--- config.mk ---
export PLATFORM = sky130hd
export DESIGN_NAME = double_ended_queue_flat
export DESIGN_NICKNAME = d
export VERILOG_FILES = /design/src/dq_pkg.sv /design/src/dq_if.sv /design/src/double_ended_queue.sv /design/src/flat_wrapper.sv
export SDC_FILE = /design/constraint.sdc
export NUM_CORES = 1
export LEC_CHECK = 0
export BUFFER_PORTS_ARGS = -buffer_cell sky130_fd_sc_hd__buf_2
export CORE_UTILIZATION = 55
export CTS_CLUSTER_SIZE = 20
export DETAILED_ROUTE_END_ITERATION = 8
export MAX_ROUTING_LAYER = met4
export PLACE_DENSITY = 0.75
export SKIP_LAST_GASP = 1
export SLEW_MARGIN = 20
export SYNTH_ARGS = -nofsm -noshare
export SYNTH_HDL_FRONTEND = slang
export SYNTH_SLANG_ARGS = --single-unit
--- constraint.sdc ---
create_clock -name i_clk -period 4.8 [get_ports i_clk]
set_input_delay 0.24 -clock i_clk [delete_from_list [all_inputs] [get_ports i_clk]]
set_output_delay 0.24 -clock i_clk [all_outputs]
set_load 0.01 [all_outputs]
--- src/dq_pkg.sv ---
// Package of the double-ended queue: sizes, operation and status codes, result type.
package dq_pkg;

    // Ring size and derived widths
    localparam int DEPTH   = 16;
    localparam int IDX_W   = (DEPTH > 1) ? $clog2(DEPTH) : 1;
    localparam int CNT_W   = $clog2(DEPTH + 1);
    localparam int DATA_W  = 32;
    localparam int OP_W    = 3;
    localparam int STAT_W  = 2;
    localparam int COUNT_W = 5;

    typedef enum logic [OP_W-1:0] {
        OP_PUSH_FRONT = 3'd0,
        OP_PUSH_BACK  = 3'd1,
        OP_POP_FRONT  = 3'd2,
        OP_POP_BACK   = 3'd3,
        OP_LIST       = 3'd4
    } t_op;

    typedef enum logic [STAT_W-1:0] {
        ST_OK    = 2'd0,
        ST_FULL  = 2'd1,
        ST_EMPTY = 2'd2
    } t_status;

    typedef enum logic {
        S_IDLE,
        S_LIST
    } t_state;

    // One result as held in the output queue
    typedef struct packed {
        logic signed [DATA_W-1:0] value_res;
        logic                     has_value;
        logic                     is_last;
        logic [STAT_W-1:0]        status;
        logic                     is_empty;
        logic [COUNT_W-1:0]       count;
    } t_res;

endpackage

--- src/dq_if.sv ---
// Request and result channel interfaces of the double-ended queue.
interface dq_req_if;
    logic                                valid;
    logic                                ready;
    logic [dq_pkg::OP_W-1:0]             op;
    logic signed [dq_pkg::DATA_W-1:0]    value;

    modport source (output valid, output op, output value, input ready);
    modport sink   (input valid, input op, input value, output ready);
endinterface

interface dq_res_if;
    logic                                valid;
    logic                                ready;
    logic signed [dq_pkg::DATA_W-1:0]    value_res;
    logic                                has_value;
    logic                                is_last;
    logic [dq_pkg::STAT_W-1:0]           status;
    logic                                is_empty;
    logic [dq_pkg::COUNT_W-1:0]          count;

    modport source (output valid, output value_res, output has_value, output is_last,
                    output status, output is_empty, output count, input ready);
    modport sink   (input valid, input value_res, input has_value, input is_last,
                    input status, input is_empty, input count, output ready);
endinterface

--- src/double_ended_queue.sv ---
// Double-ended queue: ring buffer memory, op sequencer and two-entry result queue.
//
// Bounded deque of signed 32-bit values kept in a DEPTH-entry ring memory with a
// registered synchronous read. Push and pop requests give one result each; a new
// request is taken whenever the two-entry result queue has room and no list is
// running. A list request streams the stored values front to back, one memory read
// and one result per cycle while the result queue has room (a list on an empty deque
// gives a single result); the single memory read port sets that rate.
// Results leave through the result queue, so a stalled sink does not lose data.
module double_ended_queue (
    input  logic     i_clk,
    input  logic     i_rst_n,
    dq_req_if.sink   i_in,
    dq_res_if.source o_out
);
    import dq_pkg::*;

    // Ring index wrap for sums below twice the depth
    function automatic logic [IDX_W-1:0] wrap_idx(input logic [IDX_W:0] s);
        logic [IDX_W:0] d;
        d = (s >= (IDX_W+1)'(DEPTH)) ? (s - (IDX_W+1)'(DEPTH)) : s;
        return d[IDX_W-1:0];
    endfunction

    // Ring storage and control state
    logic signed [DATA_W-1:0] r_slots [DEPTH];
    logic signed [DATA_W-1:0] r_rd_data;
    t_state                   r_state, n_state;
    logic [IDX_W-1:0]         r_front, n_front;
    logic [CNT_W-1:0]         r_count, n_count;
    logic [IDX_W-1:0]         r_idx, n_idx;
    logic                     r_pend, n_pend;
    logic                     r_pend_last, n_pend_last;

    // Result queue
    t_res                     r_q [2];
    logic                     r_q_wp, r_q_rp;
    logic [1:0]               r_q_cnt;

    logic                     in_acc, deq;
    logic                     mem_we, rd_en;
    logic [IDX_W-1:0]         mem_waddr, rd_addr;
    logic                     q_wr;
    t_res                     q_wdata;
    logic                     full, empty;
    logic [2:0]               occ;

    assign full   = (r_count == CNT_W'(DEPTH));
    assign empty  = (r_count == '0);
    assign deq    = o_out.valid && o_out.ready;
    assign in_acc = i_in.valid && i_in.ready;
    assign occ    = {1'b0, r_q_cnt} + {2'b00, r_pend};

    assign i_in.ready = (r_state == S_IDLE) && !r_pend && (r_q_cnt < 2'd2);

    // Sequencer: op decode, ring updates and list read issue
    always_comb begin
        n_state     = r_state;
        n_front     = r_front;
        n_count     = r_count;
        n_idx       = r_idx;
        n_pend      = 1'b0;
        n_pend_last = r_pend_last;
        mem_we      = 1'b0;
        mem_waddr   = r_front;
        rd_en       = 1'b0;
        rd_addr     = wrap_idx({1'b0, r_front} + {1'b0, r_idx});
        q_wr        = 1'b0;
        q_wdata     = '0;

        case (r_state)
            S_IDLE: begin
                if (in_acc) begin
                    q_wr              = 1'b1;
                    q_wdata.is_last   = 1'b1;
                    q_wdata.status    = ST_OK;
                    case (i_in.op)
                        OP_PUSH_FRONT: begin
                            if (full) begin
                                q_wdata.status = ST_FULL;
                            end else begin
                                n_front   = (r_front == '0) ? IDX_W'(DEPTH - 1)
                                                            : r_front - 1'b1;
                                mem_we    = 1'b1;
                                mem_waddr = n_front;
                                n_count   = r_count + 1'b1;
                            end
                        end
                        OP_PUSH_BACK: begin
                            if (full) begin
                                q_wdata.status = ST_FULL;
                            end else begin
                                mem_we    = 1'b1;
                                mem_waddr = wrap_idx({1'b0, r_front} + (IDX_W+1)'(r_count));
                                n_count   = r_count + 1'b1;
                            end
                        end
                        OP_POP_FRONT: begin
                            if (empty) begin
                                q_wdata.status = ST_EMPTY;
                            end else begin
                                n_front = wrap_idx({1'b0, r_front} + 1'b1);
                                n_count = r_count - 1'b1;
                            end
                        end
                        OP_POP_BACK: begin
                            if (empty) begin
                                q_wdata.status = ST_EMPTY;
                            end else begin
                                n_count = r_count - 1'b1;
                            end
                        end
                        OP_LIST: begin
                            // empty list still answers once; otherwise stream
                            if (!empty) begin
                                q_wr    = 1'b0;
                                n_state = S_LIST;
                                n_idx   = '0;
                            end
                        end
                        default: begin
                        end
                    endcase
                    q_wdata.is_empty = (n_count == '0);
                    q_wdata.count    = COUNT_W'(n_count);
                end
            end
            S_LIST: begin
                // issue a read only when its result will find room
                if ((occ < 3'd2) || ((occ == 3'd2) && deq)) begin
                    rd_en       = 1'b1;
                    n_pend      = 1'b1;
                    n_pend_last = ({1'b0, r_idx} == CNT_W'(r_count - 1'b1));
                    n_idx       = r_idx + 1'b1;
                    if (n_pend_last) begin
                        n_state = S_IDLE;
                    end
                end
            end
            default: begin
                n_state = S_IDLE;
            end
        endcase

        // read data from the previous cycle becomes a list result
        if (r_pend) begin
            q_wr              = 1'b1;
            q_wdata.value_res = r_rd_data;
            q_wdata.has_value = 1'b1;
            q_wdata.is_last   = r_pend_last;
            q_wdata.status    = ST_OK;
            q_wdata.is_empty  = empty;
            q_wdata.count     = COUNT_W'(r_count);
        end
    end

    // Control registers
    always_ff @(posedge i_clk) begin
        if (!i_rst_n) begin
            r_state <= S_IDLE;
            r_front <= '0;
            r_count <= '0;
            r_idx   <= '0;
            r_pend  <= 1'b0;
        end else begin
            r_state <= n_state;
            r_front <= n_front;
            r_count <= n_count;
            r_idx   <= n_idx;
            r_pend  <= n_pend;
        end
        r_pend_last <= n_pend_last;
    end

    // Ring memory, one write and one registered read
    always_ff @(posedge i_clk) begin
        if (mem_we) begin
            r_slots[mem_waddr] <= i_in.value;
        end
        if (rd_en) begin
            r_rd_data <= r_slots[rd_addr];
        end
    end

    // Result queue pointers and storage
    always_ff @(posedge i_clk) begin
        if (!i_rst_n) begin
            r_q_wp  <= 1'b0;
            r_q_rp  <= 1'b0;
            r_q_cnt <= '0;
        end else begin
            if (q_wr) begin
                r_q_wp <= ~r_q_wp;
            end
            if (deq) begin
                r_q_rp <= ~r_q_rp;
            end
            r_q_cnt <= r_q_cnt + {1'b0, q_wr} - {1'b0, deq};
        end
        if (q_wr) begin
            r_q[r_q_wp] <= q_wdata;
        end
    end

    // Result channel
    assign o_out.valid     = (r_q_cnt != '0);
    assign o_out.value_res = r_q[r_q_rp].value_res;
    assign o_out.has_value = r_q[r_q_rp].has_value;
    assign o_out.is_last   = r_q[r_q_rp].is_last;
    assign o_out.status    = r_q[r_q_rp].status;
    assign o_out.is_empty  = r_q[r_q_rp].is_empty;
    assign o_out.count     = r_q[r_q_rp].count;

endmodule

--- src/flat_wrapper.sv ---
// flat-port wrapper written by rule: the top's interface ports become plain ports
module double_ended_queue_flat import dq_pkg::*;
  (i_clk, i_rst_n, i_in_valid, i_in_op, i_in_value, i_in_ready, o_out_valid, o_out_value_res, o_out_has_value, o_out_is_last, o_out_status, o_out_is_empty, o_out_count, o_out_ready);
  dq_req_if i_in_i ();
  dq_res_if o_out_i ();
  input  logic i_clk;
  input  logic i_rst_n;
  input wire logic [$bits(i_in_i.valid)-1:0] i_in_valid;
  input wire logic [$bits(i_in_i.op)-1:0] i_in_op;
  input wire logic [$bits(i_in_i.value)-1:0] i_in_value;
  output wire logic [$bits(i_in_i.ready)-1:0] i_in_ready;
  output wire logic [$bits(o_out_i.valid)-1:0] o_out_valid;
  output wire logic [$bits(o_out_i.value_res)-1:0] o_out_value_res;
  output wire logic [$bits(o_out_i.has_value)-1:0] o_out_has_value;
  output wire logic [$bits(o_out_i.is_last)-1:0] o_out_is_last;
  output wire logic [$bits(o_out_i.status)-1:0] o_out_status;
  output wire logic [$bits(o_out_i.is_empty)-1:0] o_out_is_empty;
  output wire logic [$bits(o_out_i.count)-1:0] o_out_count;
  input wire logic [$bits(o_out_i.ready)-1:0] o_out_ready;
  assign i_in_i.valid = i_in_valid;
  assign i_in_i.op = i_in_op;
  assign i_in_i.value = i_in_value;
  assign i_in_ready = i_in_i.ready;
  assign o_out_valid = o_out_i.valid;
  assign o_out_value_res = o_out_i.value_res;
  assign o_out_has_value = o_out_i.has_value;
  assign o_out_is_last = o_out_i.is_last;
  assign o_out_status = o_out_i.status;
  assign o_out_is_empty = o_out_i.is_empty;
  assign o_out_count = o_out_i.count;
  assign o_out_i.ready = o_out_ready;
  double_ended_queue u_core (.i_clk(i_clk), .i_rst_n(i_rst_n), .i_in(i_in_i), .o_out(o_out_i));
endmodule
Yosys cells after proc, flatten, opt, wreduce, memory -nomap -nowiden --
Memories as Yosys holds them, arrays and structs flattened. A register that Yosys moved wholly into a read port is not among the register bits. Index checks and enable logic that the tools add are counted.
Operators by class: $add $sub $neg 13, magnitude comparators 5, multiplexer cells 50, bitwise operators 3, reductions and logical operators 19, equality and inequality tests 12
Operators by type and width (number):
- 4-bit 2-to-1 mux | 13
- 42-bit 2-to-1 mux | 1
- 4-bit one-hot mux with 2 select lines | 3
- 1-bit 2-to-1 mux | 23
- 5-bit 2-to-1 mux | 4
- 9-bit 2-to-1 mux | 2
- 4-bit by 1-bit subtractor with 4-bit output, second input constant | 4
- 5-bit greater-or-equal comparator, second input constant | 3
- 5-bit logical NOT | 2
- 5-bit one-hot mux with 2 select lines | 1
- 3-bit by 2-bit == test with 1-bit output, second input constant | 3
- 2-bit != test, second input constant | 4
- 4-bit AND reduction | 2
- 4-bit by 1-bit adder with 5-bit output, second input constant | 1
- 4-bit by 4-bit adder with 5-bit output | 1
- 4-bit by 5-bit adder with 5-bit output | 1
- 5-bit by 1-bit adder with 5-bit output, second input constant | 1
- 4-bit by 5-bit == test with 1-bit output | 1
- 5-bit == test, second input constant | 1
- 1-bit logical AND | 5
- 5-bit by 1-bit subtractor with 5-bit output, second input constant | 1
- 4-bit by 1-bit adder with 4-bit output, second input constant | 1
- 4-bit logical NOT | 1
- 2-bit one-hot mux with 2 select lines | 1
- other kinds (17) | 22
Storage, ports and cells: register bits after elaboration 20, memories kept 2, word-level logic and storage cells 113, RAM bits 596
Memory list:
- u_core.r_slots | words 16, bits a word 32, read ports 1, clocked after memory_dff 1, write ports 1, RTL line double_ended_queue.sv:26 | logic signed [DATA_W-1:0] r_slots [DEPTH];
- u_core.r_q | words 2, bits a word 42, read ports 1, clocked after memory_dff 1, write ports 1, RTL line double_ended_queue.sv:36 | t_res r_q [2];

Longest topological paths before layout --
Gate-level depths: netlist (run 1).
word-level depth 10, mapped depth 11, mapped depth without buffers 10

Worst setup path after synthesis (run 1) --
Ideal clock, no wire load.
kind reg-to-reg, start point register u_core.r_count[0], end point memory u_core.r_slots[11][0] (enable), library setup time 468 ps, clock period less this slack 4999 ps, arrival time 4531 ps, cell stages (with the launch flop) 11, slack -199 ps, cells stage by stage dfxtp_1 -> clkbuf_1 -> inv_1 -> ha_1 -> nor4bb_1 -> buf_2 -> a211o_1 -> a2111oi_0 -> nor3_1 -> buf_2 -> nor3b_1
Between the ends: word-level cells in the longest chain between the ends 7, elaborated cells between the ends (all ways) 16, classes of those cells add/sub (2); order compare (1); eq/ne (1); mux (12)
Ends and longest elaborated chain:
- start: declaration | RTL line double_ended_queue.sv:30 | logic [CNT_W-1:0] r_count, n_count;
- start signal: assignment | RTL line double_ended_queue.sv:168 | r_count <= n_count;
- 4-bit by 5-bit adder with 5-bit output / 5-bit == test (equally long branches) | RTL line double_ended_queue.sv:94, double_ended_queue.sv:48
- 4-bit by 1-bit subtractor with 4-bit output (tied with other cells) | RTL line double_ended_queue.sv:21 | d = (s >= (IDX_W+1)'(DEPTH)) ? (s - (IDX_W+1)'(DEPTH)) : s;
- 4-bit 2-to-1 mux / 1-bit 2-to-1 mux (equally long branches)
- 4-bit 2-to-1 mux / 1-bit 2-to-1 mux (equally long branches) | RTL line double_ended_queue.sv:90, double_ended_queue.sv:73
- 4-bit one-hot mux with 2 select lines / 1-bit 2-to-1 mux (equally long branches) | RTL line double_ended_queue.sv:77, double_ended_queue.sv:71
- 4-bit 2-to-1 mux / 1-bit 2-to-1 mux (equally long branches) | RTL line double_ended_queue.sv:73, double_ended_queue.sv:177
- 4-bit 2-to-1 mux / 1-bit 2-to-1 mux (equally long branches) | RTL line double_ended_queue.sv:71, double_ended_queue.sv:178
- end: declaration | RTL line double_ended_queue.sv:26
Several ways; a longest one is shown, not always the timed one.

Worst setup path after layout (run 1) --
start point register u_core.r_count[0], end point memory u_core.r_slots[13][26] (enable)
Same word-level chain as after synthesis.

==> summary.txt, run 1 <==
Clock network
  – Setup bufs post-CTS: 0
  – Clock sinks: 649
  – Clk Latency, worst-skew pair: 0.64 ns
  – Post-CTS Resized: 0
  – CTS buffer count: 61
  – Post-CTS Hold Buffers: 26
  – CTS tree: built
  – Deepest clock path buffer count: 3
  – Root Buffer: clkbuf_16
  – Max H-tree Level: 2
  – Reg clk slew, reported paths: 0.06 ns

Placement
  – Hpwl dp: 31000 um
  – I/O Buffers: 82
  – Placed cell area: 0.0270 mm^2
  – Gp weighted congestion: 0.853
  – Dpl cells: 1979
  – Post-placement worst setup slack: 1.12 ns

Logic synthesis
  – Asr flop ratio synth: 0%
  – #FFs+latches synth: 649
  – Post-Synthesis Cells: 1328
  – Synth Warn #: 0
  – Seq/Total Area, Yosys: 75.3%
  – Yosys cell types: 57
  – Ys flop type: edfxtp_1
  – Number of synthesized flops with an enable pin: 629
  – Post-Synthesis Net Count: 1385
  – Post-synthesis average cell area: 19.3 um^2
  – Cell area after synthesis: 0.0256 mm^2

Die
  – FP Rows: 78
  – Die W: 218 um
  – DIE AREA: 0.0474 mm^2
  – Initial Util: 56.1%
  – CORE AREA: 0.0457 mm^2
  – Die height: 218 um
  – Io pins: 83

STA
  – Hold Vio Cnt, Final: 0
  – Final setup viols: 0
  – Crit share post-route: 77.2%
  – Max frequency: 0.270 GHz
  – Hold slack: 0.0104 ns
  – RSZ-0062 raised after global routing: false
  – Max-slew violation count: 0
  – Worst setup margin: 1.10 ns
  – Skew final: 0.0241 ns
  – Tightest Pin Transition: 1.06 ns
  – Max_slew headroom: 29.3%
  – Min cycle time layout: 3.70 ns

Routing
  – Routed vias: 13101
  – Via density: 6.19
  – Number of remaining DRC errors: 0
  – Initial drt markers: 1462
  – WL/cell: 25.5 um
  – Final wirelength: 53900 um
  – TritonRoute pass-1 iters: 6
  – Antenna Nets Post-Route: 0

Final layout
  – N_diodes: 0
  – Area Growth Syn to Fin: 14.2%
  – Share of cells above drive strength 1: 27.7%
  – Final Instance Area: 0.0293 mm^2
  – Fill cell count: 3009
  – # nets final: 1525
  – Post-Layout Cell Count: 2115

Setup path
  – Max FO, Critical Path: 21
  – Worst path required time: 5.13 ns
  – Crit Path Class: register to register
  – Reg2reg path depth: 10
  – R2r startpoint: u_core.r_count[0]
  – Setup crit start kind: register
  – R2r endpoint: u_core.r_slots[13][26]
  – Reg2reg setup slack: 1.10 ns
  – Worst endpoint data arrival time: 4.03 ns
  – Worst setup EP type: register
  – Critical Path Sink: u_core.r_slots[13][26]
  – Critical Path Source: u_core.r_count[0]

Pwr
  – Static Leakage: 9.59 nW
  – Pwr dens: 446 mW/mm^2
  – Worst vdd ir: 0.317 mV

Global route
  – Maximum number of pins on one net before global-route repair: 65
  – Vias in the first global route: 13300
  – All-Layer GR Usage: 24.1%
  – Global-route wire length before repair: 81800 um
  – Initial antenna violation count: 1
  – Gr ovfl total: 0

Job
  – Maximum capacitance violations: 0

Worst hold path
  – HP Class: primary input to register

Status
  – Status: finished clean
[cell type report]
cell class / count / area [um^2] / area share, %
Clock buffer: 71 / 1560 / 5.34
Clock inverter: 39 / 439 / 1.50
Inverter: 17 / 63.8 / 0.218
Multi-Input combinational cell: 590 / 6130 / 20.9
Sequential cell: 649 / 19300 / 65.9
Tap cell: 600 / 751 / 2.57
Timing Repair Buffer: 149 / 1030 / 3.51
[cell usage after synthesis, types with 3 or more instances]
cell | number | area (um^2)
edfxtp_1 | 629 | 18900
mux4_2 | 128 | 2880
nand2_1 | 94 | 353
and2_1 | 67 | 419
clkbuf_1 | 54 | 203
mux2_2 | 44 | 495
a31oi_1 | 36 | 225
a211oi_1 | 34 | 255
a21oi_1 | 22 | 110
dfxtp_1 | 20 | 400
inv_1 | 17 | 63.8
nor2_1 | 17 | 63.8
buf_2 | 16 | 80.1
ha_1 | 16 | 200
nand3_1 | 13 | 65.1
o21ai_0 | 13 | 65.1
nor3_1 | 11 | 55.1
xnor2_1 | 11 | 96.3
and3_1 | 9 | 56.3
nor3b_1 | 7 | 52.6
and4_1 | 5 | 43.8
nor2b_1 | 5 | 31.3
xor2_1 | 4 | 35.0
a21o_1 | 3 | 22.5
mux2i_1 | 3 | 30.0
nand4_1 | 3 | 18.8
nor4_1 | 3 | 18.8
or3_1 | 3 | 18.8
or3b_2 | 3 | 26.3
[per-layer routing]
metal | share of wire [%] | routed length [um] | global-route usage [%]
met5 | 0 | 0 | -
met2 | 50 | 26700 | 38.8
met3 | 6.9 | 3710 | 3.25
met1 | 41 | 22000 | 32.2
met4 | 2.6 | 1420 | 7.39
[layout by cell type (no fill, tap or decap), drive strengths merged, types with 4 or more instances in the layout]
cell / n
edfxtp: 629
mux4: 128
buf: 123
nand2: 94
clkbuf: 71
and2: 67
mux2: 44
a31oi: 36
a211oi: 34
clkinv: 27
dlygate4sd3: 26
a21oi: 22
dfxtp: 20
inv: 18
nor2: 17
ha: 16
o21ai: 14
nand3: 13
nor3: 11
xnor2: 11
bufinv: 9
and3: 9
nor3b: 7
nor2b: 5
and4: 5
or3b: 4
xor2: 4
[state kept, by name, summed over array words and instances (netlist names), 2 cells and up, named ones only]
| register | cells |
|---|---|
| u_core.r_slots | 512 |
| u_core.r_idx | 4 |
| u_core.r_count | 5 |
| u_core.r_front | 4 |
| u_core.r_q | 84 |
| u_core.r_rd_data | 32 |
| u_core.r_q_cnt | 2 |
[per-stage QoR]
| step | setup TNS, ns | power, mW | util (%) |
|---|---|---|---|
| after floorplan | -24.99 | 7.78 | - |
| after global placement | 0 | 8.27 | 59.1 |
| after detailed placement | 0 | 8.31 | 59.1 |
| after CTS | 0 | 13.1 | 64.1 |
| after global routing | 0 | 13.5 | 64.1 |
| final | 0 | 13.0 | 64.1 |
[worst min-delay path by stage]
stage	start	end	slack (ns)	cells after the start
after global placement	u_core.r_q_rp	u_core.r_q_rp	0.49	2
after CTS	i_in_value[18]	u_core.r_slots[1][18]	0.0004	1
after floorplan	i_in_value[0]	u_core.r_slots[0][0]	0.34	0
after detailed placement	u_core.r_q_rp	register	0.51	2
after global routing	i_in_value[2]	u_core.r_slots[8][2]	0.01	1
final	i_in_value[18]	u_core.r_slots[1][18]	0.01	1
[logic make-up (layout without fill, tap and decap cells)]
kind of cell	count (synthesis)	after routing	synth area share, %
XOR/XNOR	15	15	0.513
adder cells (fa/ha/maj)	18	18	0.938
buffers and inverters	89	276	1.38
AND/OR/NAND/NOR	254	254	5.26
flip-flops	649	649	75.3
multiplexers	175	175	13.3
AO/OA/AOI/OAI	128	128	3.32
[power breakdown]
part	switching (mW)	leakage [nW]	internal, mW
Sequential	0.139	5.87	6.46
Clock	2.04	0.984	2.81
Combinational	0.857	2.73	0.750
Total	3.04	9.59	10.0
[worst max-delay path, cell delays in order, from the launching register on]
cell	delay (ns)
dfxtp_1	0.52
inv_1	0.13
ha_1	0.31
nor4bb_1	0.17
buf_4	0.19
a211o_1	0.24
a2111oi_0	0.46
nor3_2	0.07
buf_4	0.22
a21oi_4	0.77
buf_4	0.30
No activity file was read; power rests on OpenSTA's default activity.
==> inputs of run 2 (changes only) <==
- ABC_AREA: default -> 1
- PLACE_DENSITY: 0.75 -> 0.72
- clock period: 4.8 -> 3.5 ns (I/O delays scaled with it)
==> run 2 against run 1 <==
  * Synthesized cell count up 43%
  * Sequential share of layout area is 2.7 points lower
  * First-iteration DRC count shrank 11%
  * Utilization down 0.28 points
  * Global-route usage up 0.20 points
  * Clock power grew 38%
  * Register-to-register slack worse by 0.51 ns
  * Wire length rose by 6.8%
  * Critical endpoint is now u_core.r_slots[4][11]
  * Highest routed layer unchanged
==> summary.txt, run 2 <==
STA
  – Max_slew headroom: 31.4% (+2.1 points)
  – Worst setup margin: 0.586 ns (-0.509 ns)
  – Hold slack: 0.108 ns (+0.0974 ns)
  – Crit share post-route: 83.3% (+6.1 points)
  – Max frequency: 0.343 GHz (+27%)
  – Skew final: 0.0163 ns (-0.00774 ns)
  – Tightest Pin Transition: 1.03 ns (-0.0316 ns)
  – Setup TNS: 0 ns (unchanged)
  – Min cycle time layout: 2.91 ns (-0.791 ns)
  – RSZ-0062 raised after global routing: false
  – Max-slew violation count: 0 (unchanged)
  – Final setup viols: 0 (unchanged)
  – Hold Vio Cnt, Final: 0 (unchanged)

Clock network
  – Deepest clock path buffer count: 3 (unchanged)
  – Clock sinks: 649 (unchanged)
  – Root Buffer: clkbuf_16
  – Post-CTS Hold Buffers: 35 (+35%)
  – Clk Latency, worst-skew pair: 0.59 ns (-0.05 ns)
  – CTS tree: built
  – CTS buffer count: 66 (+8.2%)
  – Reg clk slew, reported paths: 0.06 ns (about the same)
  – Max H-tree Level: 3 (+1)
  – Post-CTS Resized: 0 (unchanged)
  – Setup bufs post-CTS: 0 (unchanged)

Pwr
  – Power Internal: 13.4 mW (+34%)
  – Static Leakage: 10.8 nW (+12%)
  – Pwr dens: 572 mW/mm^2 (+28%)
  – Sw frac: 23.4% (+0.10 points)
  – Reg power frac: 51.0% (+0.5 points)
  – Gate power share: 10.8% (-1.5 points)
  – Worst vdd ir: 0.298 mV (-5.9%)
  – Clock share of power: 38.2% (+1.1 points)
  – Switching power total: 4.08 mW (+34%)
  – Tot Pwr: 17.5 mW (+34%)

Placement
  – Post-placement worst setup slack: 0.624 ns (-0.496 ns)
  – I/O Buffers: 82 (unchanged)
  – Gp weighted congestion: 0.894 (+4.8%)
  – Hpwl dp: 30400 um (-2.0%)
  – Placed cell area: 0.0281 mm^2 (+4.2%)

Routing
  – WL/cell: 21.4 um (-16%)
  – Number of remaining DRC errors: 0 (unchanged)
  – Routed vias: 15539 (+19%)
  – Final wirelength: 57500 um (+6.8%)
  – Initial drt markers: 1296 (-11%)
  – TritonRoute pass-1 iters: 5 (-1)
  – Antenna Nets Post-Route: 0 (unchanged)
  – Via density: 5.78 (-6.7%)

Logic synthesis
  – Synth Area in Adders: 0.898% (-0.039 points)
  – Yosys top cell area share: 70.6% (-3.1 points)
  – Mux cell area share after synthesis: 6.56% (-6.7 points)
  – Post-Synthesis Cells: 1903 (+43%)
  – Largest family of logic cells by synthesized area: compound AO/OA/AOI/OAI gates
  – Ys flop type: edfxtp_1
  – Cell area after synthesis: 0.0267 mm^2 (+4.4%)
  – Compound-Gate Fraction of Synth Area: 9.93% (+6.6 points)
  – Post-Synthesis Net Count: 1960 (+42%)
  – Asr flop ratio synth: 0% (unchanged)
  – Synth Area in XOR/XNOR: 0.524% (+0.011 points)
  – Yosys cell types: 44 (-23%)
  – Ranking of synthesized cells by area: edfxtp_1 71%, mux2i_1 4.8%, o211ai_1 3.7%
  – Post-synth top area cell: edfxtp_1
  – Simple-gate share of the synthesized area: 4.90% (-0.36 points)
  – Synth Warn #: 0 (unchanged)
  – Post-synthesis average cell area: 14.1 um^2 (-27%)
  – Dominant cell by count in the synthesized netlist: edfxtp_1
  – Seq/Total Area, Yosys: 72.1% (-3.2 points)
  – Number of synthesized flops with an enable pin: 629 (unchanged)
  – #FFs+latches synth: 649 (unchanged)
  – Synth cell count leaders: 629 x edfxtp_1, 196 x inv_1, 148 x a21oi_1, 146 x o21ai_0, 143 x nand2_1

Setup path
  – Worst path required time: 3.76 ns (-1.37 ns)
  – Max FO, Critical Path: 32 (+52%)
  – Worst endpoint data arrival time: 3.17 ns (-0.86 ns)
  – Setup crit start kind: register
  – Crit Path Class: register to register
  – Worst setup EP type: register

Job
  – Maximum capacitance violations: 0 (unchanged)

Final layout
  – Share of cells above drive strength 1: 15.2% (-12 points)
  – Most common cell after layout, fill and taps aside: edfxtp_1
  – Commonest cells after routing, fill and taps aside: 629 x edfxtp_1, 194 x inv_1, 148 x a21oi_1
  – Largest regs: u_core.r_slots (512), u_core.r_q (84), u_core.r_rd_data (32)
  – Final Instance Area: 0.0305 mm^2 (+4.3%)
  – Top reg by flops: u_core.r_slots
  – Area Growth Syn to Fin: 14.1% (about the same)
  – Max FFs per register: 512 (unchanged)
  – # nets final: 2082 (+37%)

Die
  – CORE AREA: 0.0478 mm^2 (+4.8%)
  – Die W: 222 um (+2.1%)
  – DIE AREA: 0.0495 mm^2 (+4.3%)
  – FP Rows: 80 (+2.6%)
  – Initial Util: 55.9% (-0.21 points)
  – Die height: 222 um (+2.1%)
  – Io pins: 83 (unchanged)

Global route
  – Global-route wire length before repair: 87700 um (+7.3%)
  – All-Layer GR Usage: 24.3% (+0.20 points)
  – Maximum number of pins on one net before global-route repair: 98 (+51%)
  – Gr ovfl total: 0 (unchanged)
  – Vias in the first global route: 14986 (+13%)
  – Initial antenna violation count: 1 (unchanged)

Status
  – Status: finished clean

Worst hold path
  – HP Class: primary input to register
==> run 2: path summary, 6_finish.rpt <==
path / start / endpoint / slack, ns / depth (start not counted)
worst max-delay path: u_core.r_front[0] / u_core.r_slots[4][11] / 0.59 / 8
worst min-delay path: i_in_op[0] / u_core.r_state / 0.11 / 4
worst max register to register: u_core.r_front[0] / u_core.r_slots[4][11] / 0.59 / 8
worst min register to register: u_core.r_q_rp / register / 0.47 / 1
==> run 2: layout make-up <==
type / instances / area, um^2
Antenna cell: 1 / 2.50
Clock buffer: 84 / 1760
Clock inverter: 31 / 278
Fill cell: 3393 / 17300
Inverter: 206 / 781
Multi-Input combinational cell: 943 / 6290
Sequential cell: 649 / 19300
Tap cell: 615 / 769
Timing Repair Buffer: 159 / 1350
==> run 2: cell families after synthesis <==
group           after synthesis
mux                         170
xor+xnor                     13
compound gates              462
flops                       649
buf+inv                     311
fa+ha+maj                    18
simple gates                280
==> run 2: power groups by stage <==
stage          Clock (mW)  Sequential, mW  Combinational (mW)
3_5_place_dp            0            9.08                1.85
2_1_floorplan           0            9.00                1.32
3_3_place_gp            0            9.07                1.83
4_1_cts              6.77            8.92                1.90
6_report             6.67            8.91                1.89
5_1_grt              7.07            8.93                2.09
==> run 2: worst max-delay path, stage by stage (launching register included) <==
cell and delay (ns):
dfxtp_1 0.55, ha_1 0.29, fa_1 0.44, o211ai_1 0.35, nand2_2 0.11, nor2_4 0.11
nand3_2 0.22, nor2_4 0.20, buf_12 0.28
==> run 2: layer usage <==
metal / GRT usage (%) / vias to the layer above / share of wire (%) / routed length (um)
li1: - / 7256 / - / -
met4: 7.01 / 0 / 1.9 / 1090
met3: 3.49 / 89 / 6.6 / 3810
met1: 31.9 / 7621 / 42 / 24200
met5: - / - / 0 / 0
met2: 39.6 / 573 / 49 / 28400
==> run 2: through the flow <==
stage	std cells	util (%)
4_1_cts	2687	63.8
5_1_grt	2688	63.8
3_3_place_gp	2537	58.8
2_1_floorplan	1903	-
6_report	2688	63.8
3_5_place_dp	2537	58.8
==> inputs of run 3 (changes only) <==
- clock period: 3.5 -> 2.92 ns (I/O delays scaled with it)
==> run 3 against run 2 <==
  * Non-clock buffer count rose by 33
  * Sequential share of layout area decreased by 0.68 points
  * Via count decreased by 0.24%
  * Largest cell class unchanged
  * Largest power group unchanged
==> summary.txt, run 3 (same netlist as run 2, synthesis figures left out) <==
Routing
  – Number of remaining DRC errors: 0 (unchanged)
  – Final wirelength: 57200 um (-0.50%)
  – Via density: 5.71 (-1.2%)
  – Routed vias: 15501 (-0.24%)
  – TritonRoute pass-1 iters: 8 (+3)
  – Initial drt markers: 1591 (+23%)
  – Antenna Nets Post-Route: 0 (unchanged)
  – WL/cell: 21.1 um (-1.5%)

Worst hold path
  – Worst hold start: i_in_op[0]
  – HP Class: primary input to register
  – Hold path endpoint: u_core.r_state
  – Worst hold path depth: 4 (unchanged)

STA
  – Crit share post-route: 93.9% (+11 points)
  – RSZ-0062 raised after global routing: false
  – Hold slack: 0.0598 ns (-0.0480 ns)
  – Final setup viols: 0 (unchanged)
  – Min cycle time layout: 2.74 ns (-0.172 ns)
  – Worst setup margin: 0.178 ns (-0.408 ns)
  – Max_slew headroom: 34.9% (+3.5 points)
  – Tightest Pin Transition: 0.977 ns (-0.0520 ns)
  – Hold Vio Cnt, Final: 0 (unchanged)
  – Max-slew violation count: 0 (unchanged)
  – Skew final: 0.0307 ns (+0.0144 ns)
  – Max frequency: 0.365 GHz (+6.3%)

Final layout
  – Fill cell count: 3440 (+1.4%)
  – Max FFs per register: 512 (unchanged)
  – Share of cells above drive strength 1: 16.9% (+1.7 points)
  – # nets final: 2110 (+1.3%)
  – Most common cell after layout, fill and taps aside: edfxtp_1
  – Top reg by flops: u_core.r_slots
  – Largest regs: u_core.r_slots (512), u_core.r_q (84), u_core.r_rd_data (32)
  – Area of the multi-input gates: 0.00629 mm^2 (unchanged)
  – Final Instance Area: 0.0309 mm^2 (+1.1%)
  – Reg area: 0.0193 mm^2 (about the same)
  – Area Growth Syn to Fin: 15.4%
  – Commonest cells after routing, fill and taps aside: 629 x edfxtp_1, 194 x inv_1, 148 x a21oi_1

Clock network
  – CTS tree: built
  – Max H-tree Level: 2 (-1)
  – Clock sinks: 649 (unchanged)
  – CTS buffer count: 61 (-7.6%)
  – Reg clk slew, reported paths: 0.06 ns (about the same)
  – Root Buffer: clkbuf_16
  – Deepest clock path buffer count: 3 (unchanged)
  – Setup bufs post-CTS: 0 (unchanged)
  – Clk Latency, worst-skew pair: 0.63 ns (+0.04 ns)

Setup path
  – R2r startpoint: u_core.r_idx[0]
  – Worst path required time: 3.31 ns (-0.45 ns)
  – Setup crit start kind: register
  – Reg2reg path depth: 10 (+2)
  – R2r endpoint: u_core.r_rd_data[24]
  – Crit Path Class: register to register
  – Worst endpoint data arrival time: 3.13 ns (-0.04 ns)
  – Max FO, Critical Path: 52 (+63%)
  – Worst setup EP type: register
  – Reg2reg setup slack: 0.18 ns (-0.41 ns)

Die
  – CORE AREA: 0.0478 mm^2 (unchanged)
  – DIE AREA: 0.0495 mm^2 (unchanged)
  – FP Rows: 80 (unchanged)
  – Initial Util: 55.9% (unchanged)
  – Die W: 222 um (unchanged)
  – Die height: 222 um (unchanged)
  – Io pins: 83 (unchanged)

Pwr
  – Reg power frac: 51.8% (+0.8 points)
  – Pwr dens: 667 mW/mm^2 (+17%)
  – Sw frac: 23.7% (+0.34 points)
  – Clock share of power: 36.5% (-1.7 points)
  – Power Internal: 15.7 mW (+17%)
  – Worst vdd ir: 0.427 mV (+43%)
  – Gate power share: 11.7% (+0.9 points)
  – Static Leakage: 10.9 nW (+1.6%)
  – Switching power total: 4.88 mW (+20%)

Placement
  – Post-placement worst setup slack: 0.173 ns (-0.451 ns)
  – Gp weighted congestion: 0.840 (-6.1%)
  – I/O Buffers: 82 (unchanged)
  – Placed cell area: 0.0286 mm^2 (+1.7%)
  – Hpwl dp: 34200 um (+13%)

Global route
  – Initial antenna violation count: 1 (unchanged)
  – Vias in the first global route: 15438 (+3.0%)
  – Global-route wire length before repair: 88800 um (+1.3%)
  – Gr ovfl total: 0 (unchanged)
  – Maximum number of pins on one net before global-route repair: 99 (+1.0%)
  – All-Layer GR Usage: 24.2% (-0.099 points)

Job
  – Maximum capacitance violations: 0 (unchanged)

Status
  – Status: finished clean
run 3: changes by cell type in the layout (fill, tap and decap cells not counted), sizes merged:
cell / before / now
buf: 124 / 157
clkbuf: 84 / 73
clkinv: 25 / 28
clkinvlp: 0 / 3
inv: 208 / 206
run 3: per-layer routing:
metal | track usage (%) | share of wire (%) | up-vias
met5 | - | 0 | -
met3 | 4.21 | 6.4 | 89
li1 | - | - | 7291
met2 | 37.4 | 47 | 513
met1 | 33.5 | 45 | 7608
met4 | 5.85 | 2.0 | 0
run 3: per-stage QoR:
step | total power, mW | util [%] | cells | setup TNS, ns
after floorplan | 12.4 | - | 1903 | -129.74
after global placement | 13.2 | 59.7 | 2568 | 0
after detailed placement | 13.2 | 59.8 | 2570 | 0
after CTS | 20.7 | 64.5 | 2713 | 0
after global routing | 21.3 | 64.5 | 2714 | 0
final | 20.6 | 64.5 | 2714 | 0
run 3: worst max path at each step:
stage          cells past startpoint              start                     end
3_5_place_dp                       8  u_core.r_count[0]   u_core.r_slots[12][7]
3_3_place_gp                       8  u_core.r_count[0]    u_core.r_slots[8][7]
6_report                          10    u_core.r_idx[0]    u_core.r_rd_data[24]
4_1_cts                            8  u_core.r_count[0]  u_core.r_slots[12][14]
2_1_floorplan                      7  u_core.r_front[0]    u_core.r_slots[0][0]
5_1_grt                           10    u_core.r_idx[0]    u_core.r_rd_data[24]
run 3: critical path: stages, from the launching register on:
cell,delay [ns]
dfxtp_1,0.48
ha_4,0.18
inv_1,0.04
fa_4,0.87
buf_12,0.31
a21oi_1,0.07
o21ai_0,0.09
o211ai_1,0.11
nand3_1,0.10
o21ai_1,0.08
buf_4,0.15
run 3: final cells by class:
class / instances / area share [%]
sequential: 649 / 62.5
multi-input combinational: 943 / 20.4
timing repair buffer: 192 / 5.91
clock buffer: 73 / 5.13
inverter: 206 / 2.53
tap: 615 / 2.49
clock inverter: 35 / 1.03
antenna: 1 / 0.00811
run 3: timing repair:
item                                   4_1_cts  5_1_grt
gates resized for setup                      0        1
setup endpoints to repair                    0       95
endpoints found under the hold margin      528        0
hold buffers                                35        0
run 3: power by group through the flow:
stage / Combinational (mW) / Clock [mW] / Sequential [mW]
floorplan: 1.58 / 0 / 10.8
global placement: 2.30 / 0 / 10.9
detailed placement: 2.37 / 0 / 10.9
CTS: 2.42 / 7.61 / 10.7
global route: 2.64 / 7.95 / 10.7
finish: 2.41 / 7.50 / 10.7
